File: src/design/msit_pkg.sv
package msit_pkg;

	localparam int COORD_WIDTH    = 24;
	localparam int TIME_FRAC_BITS = 16;
	localparam int RAD_W          = 20;
	localparam int CFG_W          = 16;

	localparam int DIFF_W = COORD_WIDTH + 1;
	localparam int SQ_W   = 2 * DIFF_W;
	localparam int SS_W   = SQ_W + 2;
	localparam int MSQ_W  = 2 * COORD_WIDTH;
	localparam int A_W    = MSQ_W + 2;
	localparam int PRD_W  = DIFF_W + COORD_WIDTH;
	localparam int B_W    = PRD_W + 2;
	localparam int R_W    = RAD_W + 1;
	localparam int RR_W   = 2 * R_W;
	localparam int D_W    = 2 * SS_W;
	localparam int ROOT_W = SS_W;
	localparam int SPLIT  = (SS_W + 1) / 2;
	localparam int HI_W   = SS_W - SPLIT;
	localparam int PP_W   = 2 * SPLIT;
	localparam int TIME_W = TIME_FRAC_BITS + 1;

	typedef struct packed {
		logic signed [COORD_WIDTH-1:0] first_x;
		logic signed [COORD_WIDTH-1:0] first_y;
		logic signed [COORD_WIDTH-1:0] first_z;
		logic [RAD_W-1:0]              first_radius;
		logic signed [COORD_WIDTH-1:0] second_x;
		logic signed [COORD_WIDTH-1:0] second_y;
		logic signed [COORD_WIDTH-1:0] second_z;
		logic [RAD_W-1:0]              second_radius;
		logic signed [COORD_WIDTH-1:0] move_x;
		logic signed [COORD_WIDTH-1:0] move_y;
		logic signed [COORD_WIDTH-1:0] move_z;
	} req_t;

	typedef struct packed {
		logic              hit;
		logic              overlap_at_start;
		logic [TIME_W-1:0] impact_time;
	} rsp_t;

	// per-item flags and operands that ride alongside the square root
	typedef struct packed {
		logic            overlap;
		logic            kill;
		logic [SS_W-1:0] bmag;
		logic [SS_W-1:0] a;
	} side_t;

endpackage

File: src/design/msit_div.sv
module msit_div (
	input  logic                         clk,
	input  logic                         arst_n,
	input  logic                         en,
	input  logic                         in_valid,
	input  logic [msit_pkg::ROOT_W-1:0]  root,
	input  msit_pkg::side_t              side,
	output logic                         out_valid,
	output msit_pkg::rsp_t               rsp
);
	import msit_pkg::*;

	localparam int REM_W = SS_W + 1;

	logic              v_p, ovl_p, kill_p;
	logic [SS_W-1:0]   n_p, a_p;
	logic [SS_W-1:0]   n;

	logic              v_s [TIME_W+1];
	logic              ovl_s [TIME_W+1];
	logic              kill_s [TIME_W+1];
	logic [REM_W-1:0]  rem_s [TIME_W+1];
	logic [SS_W-1:0]   a_s [TIME_W+1];
	logic [TIME_W-1:0] q_s [TIME_W+1];

	assign n = side.bmag - root;

	always_ff @(posedge clk or negedge arst_n) begin
		if (!arst_n) begin
			v_p <= 1'b0;
		end else if (en) begin
			v_p <= in_valid;
		end
	end

	// numerator and the beyond-one-step check
	always_ff @(posedge clk) begin
		if (en) begin
			n_p    <= n;
			a_p    <= side.a;
			ovl_p  <= side.overlap;
			kill_p <= side.kill || (n > side.a);
		end
	end

	assign v_s[0]    = v_p;
	assign ovl_s[0]  = ovl_p;
	assign kill_s[0] = kill_p;
	assign rem_s[0]  = REM_W'(n_p);
	assign a_s[0]    = a_p;
	assign q_s[0]    = '0;

	// restoring division, integer bit first then one fraction bit per stage
	for (genvar j = 0; j < TIME_W; j++) begin : g_stage
		logic [REM_W-1:0] t;
		logic             ge;

		if (j == 0) begin : g_int
			assign t = rem_s[j];
		end else begin : g_frac
			assign t = {rem_s[j][REM_W-2:0], 1'b0};
		end
		assign ge = t >= REM_W'(a_s[j]);

		always_ff @(posedge clk or negedge arst_n) begin
			if (!arst_n) begin
				v_s[j+1] <= 1'b0;
			end else if (en) begin
				v_s[j+1] <= v_s[j];
			end
		end

		always_ff @(posedge clk) begin
			if (en) begin
				rem_s[j+1]  <= ge ? t - REM_W'(a_s[j]) : t;
				q_s[j+1]    <= {q_s[j][TIME_W-2:0], ge};
				a_s[j+1]    <= a_s[j];
				ovl_s[j+1]  <= ovl_s[j];
				kill_s[j+1] <= kill_s[j];
			end
		end
	end

	assign out_valid            = v_s[TIME_W];
	assign rsp.hit              = ovl_s[TIME_W] || !kill_s[TIME_W];
	assign rsp.overlap_at_start = ovl_s[TIME_W];
	assign rsp.impact_time      = (ovl_s[TIME_W] || kill_s[TIME_W]) ? '0 : q_s[TIME_W];

endmodule

File: config.mk
export PLATFORM = sky130hd
export DESIGN_NAME = msit_div
export DESIGN_NICKNAME = d
export VERILOG_FILES = /design/src/design/msit_pkg.sv /design/src/design/msit_div.sv
export SDC_FILE = /design/constraint.sdc
export NUM_CORES = 2
export LEC_CHECK = 0
export BUFFER_PORTS_ARGS = -buffer_cell sky130_fd_sc_hd__buf_2
export CAP_MARGIN = 30
export CORE_ASPECT_RATIO = 1.1
export CORE_MARGIN = 2
export CORE_UTILIZATION = 40
export CTS_BUF_LIST = sky130_fd_sc_hd__clkbuf_2 sky130_fd_sc_hd__clkbuf_4 sky130_fd_sc_hd__clkbuf_8
export CTS_CLUSTER_DIAMETER = 200
export DETAILED_ROUTE_END_ITERATION = 8
export PLACE_DENSITY_LB_ADDON = 0.1
export SLEW_MARGIN = 5
export SYNTH_ARGS = -nofsm -noshare
export SYNTH_HDL_FRONTEND = slang
export SYNTH_SLANG_ARGS = --single-unit
File: constraint.sdc
create_clock -name clk -period 6 [get_ports clk]
set_input_delay 1.2 -clock clk [delete_from_list [all_inputs] [get_ports clk]]
set_output_delay 1.2 -clock clk [all_outputs]
set_load 0.02 [all_outputs]
After elaboration in Yosys (flattened, before gate mapping). Cells that the tools add are included.

Memory bits (writable): 0. Register bits: 1975. Memories: 0. Bits in latches: 0. ROM bits: 0. Word-level logic and storage cells: 176. Bits of input ports: 162. Output and inout bits: 20.

Reductions and logical operators: 4. Divide/modulo/power cells: 0. Mux-type cells: 17. Multipliers: 0. Equal/unequal tests: 0. Bitwise logic cells: 0. Add/sub/neg operators: 17. Shift-type cells: 0. Magnitude comparators: 18.

Operators with widths (number): $sub 52x52->52 (17); $ge 53x52->1 (16); $mux 52 (16); $ge 52x52->1 (1); $gt 52x52->1 (1); $mux 17 (1); $logic_or 1x1->1 (3); $logic_not 1->1 (1).

Longest topological paths before layout.
Depth after elaboration: 3. Depth in mapped cells: 27. Depth with buffers taken out: 27.

Least setup slack after synthesis. OpenSTA, ideal clock, no wires.

Path type: input port to flip-flop. From: input port side[52] (netlist bit). To: register kill_p (netlist name). Data arrival time: 5314 ps. Library setup time: 262 ps. Required time: 5738 ps. Buffers on the path: 0. Setup slack: 424 ps. Cell stages on the path: 27. Cell sequence: inv_1 -> ha_1 -> inv_1 -> fa_1 -> a21oi_1 -> o22ai_1 -> o22ai_1 -> o21ai_0 -> a21oi_1 -> o21ai_0 -> nand2_1 -> o31a_1 -> o31a_1 -> a2bb2oi_1 -> o31ai_1 -> xor2_1 -> ha_1 -> a21o_1 -> a21oi_1 -> nor2b_1 -> o21ai_0 -> nand2b_1 -> a21oi_1 -> nor2b_1 -> o21ai_0 -> a31oi_1 -> or2_2.

Word-level cells in the longest chain between the ends: 3.

RTL lines: from (decl) (RTL line msit_div.sv:7) `input msit_pkg::side_t side,`; $sub 52x52->52 (RTL line msit_div.sv:26) `assign n = side.bmag - root;`; named net n[44] (RTL line msit_div.sv:17) `logic [SS_W-1:0] n;`; $gt 52x52->1 (RTL line msit_div.sv:42) `kill_p <= side.kill || (n > side.a);`; $logic_or 1x1->1 (RTL line msit_div.sv:42).

The timed path passes the listed nets, and every way through them passes these cells. A chain may end at the register's enable or synchronous reset.

Worst setup path after layout.
From: input port root[0] (netlist bit). To: register kill_p (netlist name).

Word-level cells in the longest chain between the ends: 3.

RTL lines: from (decl) (RTL line msit_div.sv:6) `input logic [msit_pkg::ROOT_W-1:0] root,`; $sub 52x52->52 (RTL line msit_div.sv:26); named net n[44] (RTL line msit_div.sv:17); $gt 52x52->1 (RTL line msit_div.sv:42); $logic_or 1x1->1 (RTL line msit_div.sv:42).

The timed path passes the listed nets, and every way through them passes these cells.

==> metrics.cfg <==
[run_status]
run_status=finished clean

[placed_design]
dpl_cell_area_um2=128000
port_buffers=181
hpwl_um=259000
finalWeightedCongestion=0.949
place.detailed.instances=15800

[global_route]
grtUsageTotal=0.211
grt_max_degree=144
first_pass_grt_wire_length_um=509000
grt_antenna_before_repair=6
grt_pass1_vias=93000
global_route.overflow_total=0

[synth]
synth.ff_latch_count=1975
synth.net_count=12900
synthesis.instances=11800
synth_edf_count=1957
synth_top_area_cell=sky130_fd_sc_hd__edfxtp_1
syn-cell-area_um2=121000
netlist-cell-type-count=95
netlist_top_cells_area=sky130_fd_sc_hd__edfxtp_1, sky130_fd_sc_hd__ha_1, sky130_fd_sc_hd__a21oi_1, sky130_fd_sc_hd__inv_1, sky130_fd_sc_hd__o21ai_0
async_reset_ff_frac=0.00911
ys_warn_count=0
ys_seq_area_frac=0.490
postSynth.topFlopCell=sky130_fd_sc_hd__edfxtp_1
syn_area_per_cell_um2=10.3
synth.top_cell.area_share=0.486
synth_most_common_cell=sky130_fd_sc_hd__edfxtp_1
synth_commonest_cells=sky130_fd_sc_hd__edfxtp_1, sky130_fd_sc_hd__inv_1, sky130_fd_sc_hd__a21oi_1, sky130_fd_sc_hd__nand2_1, sky130_fd_sc_hd__ha_1

[pwr]
worst_ir_drop_vdd_mv=0.324
power.sequential.fraction=0.317
clkPwrFrac=0.175
p_sw_frac=0.409
p_per_area_nw_per_um2=538
combinational_cell_fraction_of_total_power=0.508
leakage_uw=0.0570
p_switching_uw=29700
power.internal_uw=43000

[sta]
finalMaxSlewViolations=0
finalHoldViolations=0
worst_rel_slew_slack=0.347
setup_viol=0
period_share=0.959
fmax_mhz=174
fin_worst_hold_slack_ns=0.325
period_minus_slack_ns=5.75
unrepaired_setup_endpoints_after_global_routing=false
clock-skew-final_ns=0.0643
worstMarginPinSlew_ns=0.955

[critical_path]
crit_path_top_delay_cell=sky130_fd_sc_hd__o31a_1
cp-start-kind=input pin
most_common_cell_on_crit_path=sky130_fd_sc_hd__a21oi_1
path_class=in -> reg
crit_start=root[0]
crit_fanout=3
rr_startpoint=a_s[475]
bufs_and_invs_on_worst_path=3
worst_endpoint_required_time_ns=6.76
critPathTopFamily=compound AO/OA/AOI/OAI gates
timing.critical_path.to_type=register
crit_path_max_incr_delay_ns=0.39
crit_arrival_ns=6.51

[flow_run]
max_cap_violations=0

[final_layout]
post_route_cells_drive_above_1_share=0.104
areaGrowthSynthToFinish_pct=11.8
final_cell_count_no_fill=16400
postLayoutCoreUtil=0.450
filler_cell_count=28200
stdcell_area_um2=135000
layout_nets=13400

[detailed_routing]
post-route-drc-count=0
drtPass1Iterations=7
detail_route.iter0.violations=4684
routed_wirelength_um=328000
detailroute.via_count=87400
routed_wire_length_per_instance_um=20.0
ant_nets=0
vias_per_cell=5.32

[floorplanning]
die-area_um2=306000
fp-row-count=211
die_y_um=580
initial_core_utilization=0.402
core_region_area_um2=300000
die-width_um=528
floorplan.io_pins=182

[cts]
numClockSinks=1975
cts_htree_levels=5
clk_transition_reported_paths_ns=0.06
cts-buffers-inserted=354
tritoncts=built
clk_root_buffer_cell=sky130_fd_sc_hd__clkbuf_8
clock_path_buffers=4
worstSkewPairLatency_ns=1.06

[hold_path]
beginning_of_the_worst_hold_path=side[3]
hold_class=in -> reg

## repair_timing
item / CTS / global route
gates resized for setup: 0 / 2
hold buffers: 1 / 0
endpoints found under the setup margin: 0 / 1
hold endpoints to repair: 18 / 0
buffers inserted: 0 / 0
## power by group through the flow
stage | clock network [uW] | logic (uW) | registers, uW
2_1_floorplan | 0 | 26700 | 22300
3_3_place_gp | 0 | 36400 | 23200
3_5_place_dp | 0 | 36700 | 23300
4_1_cts | 13300 | 36900 | 23000
5_1_grt | 13800 | 41100 | 23400
6_report | 12700 | 36900 | 23000
## metrics by stage
step                      worst slack (ns)  power (uW)  setup TNS, ns
after floorplan                      0.424       49100              0
after global placement              -0.997       59700         -0.997
after detailed placement             -1.07       60000          -1.07
after CTS                           0.0916       73200              0
after global routing                0.0123       78400              0
final                                0.245       72600              0
## routing by layer
layer,vias to the layer above,track usage,wire [um],part of all wire
met5,-,0,14,0.000043
met4,2,0.145,25400,0.077
met1,41100,0.192,112000,0.34
met2,1860,0.423,181000,0.55
met3,855,0.0259,9570,0.029
li1,43600,-,-,-
## final timing paths
kind                                          to  slack [ns]  cells after the start
worst max-delay path                      kill_p        0.25                     28
worst min-delay path                      a_p[3]        0.32                      1
worst max register to register  g_stage[9].t[51]        0.80                     17
worst min register to register          q_s[171]        0.40                      0
max in group asynchronous                v_s[15]        5.04                      2
min in group asynchronous                 v_s[1]        0.63                      2
## flip-flops by register name, summed over array words and instances, names as in the netlist
name and cells:
ovl_p 1, kill_p 1, ovl_s 16, a_p 52
n_p 52, q_s 153, kill_s 17, out_valid 1
a_s 832, rsp 1, v_p 1, v_s 16
g_stage.t 832
## layout make-up
| cell class | instances | area (um2) | area share |
|---|---|---|---|
| Sequential cell | 1975 | 59200 | 0.438 |
| Multi-Input combinational cell | 8195 | 55800 | 0.413 |
| Clock buffer | 470 | 5780 | 0.0428 |
| Tap cell | 3940 | 4930 | 0.0365 |
| Inverter | 1214 | 4560 | 0.0337 |
| Timing Repair Buffer | 480 | 3590 | 0.0266 |
| Clock inverter | 154 | 1220 | 0.00906 |
| Antenna cell | 12 | 30.0 | 0.000222 |
## cell usage in the layout (no fill, tap or decap), types with 25 or more instances in the layout
cell type / Yosys / final
sky130_fd_sc_hd__buf_4: 3 / 256
sky130_fd_sc_hd__nor3_1: 128 / 126
sky130_fd_sc_hd__xnor2_1: 450 / 450
sky130_fd_sc_hd__o211ai_1: 31 / 31
sky130_fd_sc_hd__and3_1: 108 / 108
sky130_fd_sc_hd__o21bai_1: 134 / 134
sky130_fd_sc_hd__nor2b_1: 124 / 124
sky130_fd_sc_hd__a21oi_1: 1125 / 1123
sky130_fd_sc_hd__or3_1: 25 / 25
sky130_fd_sc_hd__clkbuf_8: 0 / 360
sky130_fd_sc_hd__clkinv_1: 0 / 81
sky130_fd_sc_hd__buf_12: 0 / 36
sky130_fd_sc_hd__and4_1: 26 / 26
sky130_fd_sc_hd__a21o_1: 544 / 543
sky130_fd_sc_hd__nor2_1: 631 / 628
sky130_fd_sc_hd__o31a_1: 31 / 29
sky130_fd_sc_hd__or2_2: 29 / 29
sky130_fd_sc_hd__nand4_1: 200 / 200
sky130_fd_sc_hd__clkbuf_4: 0 / 110
sky130_fd_sc_hd__nand2b_1: 119 / 119
sky130_fd_sc_hd__mux2_2: 169 / 169
sky130_fd_sc_hd__nand2_1: 1042 / 1042
sky130_fd_sc_hd__and2_1: 71 / 71
sky130_fd_sc_hd__a211oi_1: 65 / 62
sky130_fd_sc_hd__a31oi_1: 136 / 135
sky130_fd_sc_hd__nand3_1: 192 / 192
sky130_fd_sc_hd__o21ai_0: 909 / 908
sky130_fd_sc_hd__edfxtp_1: 1957 / 1957
sky130_fd_sc_hd__clkinv_2: 0 / 32
sky130_fd_sc_hd__ha_1: 986 / 986
sky130_fd_sc_hd__nor4_1: 31 / 26
sky130_fd_sc_hd__o31ai_1: 65 / 65
sky130_fd_sc_hd__a21boi_0: 34 / 34
sky130_fd_sc_hd__buf_2: 62 / 184
sky130_fd_sc_hd__inv_1: 1213 / 1212
sky130_fd_sc_hd__xor2_1: 333 / 333
sky130_fd_sc_hd__o21a_1: 111 / 111
## cells by family (layout without fill, tap and decap cells)
family,Yosys count,count (layout),synth area share
mux,178,178,0.0165
flops,1975,1975,0.490
xor+xnor,783,783,0.0568
compound gates,3450,3450,0.174
buf+inv,1583,2318,0.0499
other cells,0,12,0
fa+ha+maj,1003,1003,0.105
simple gates,2781,2781,0.108
(Power assumes the default switching activity.)
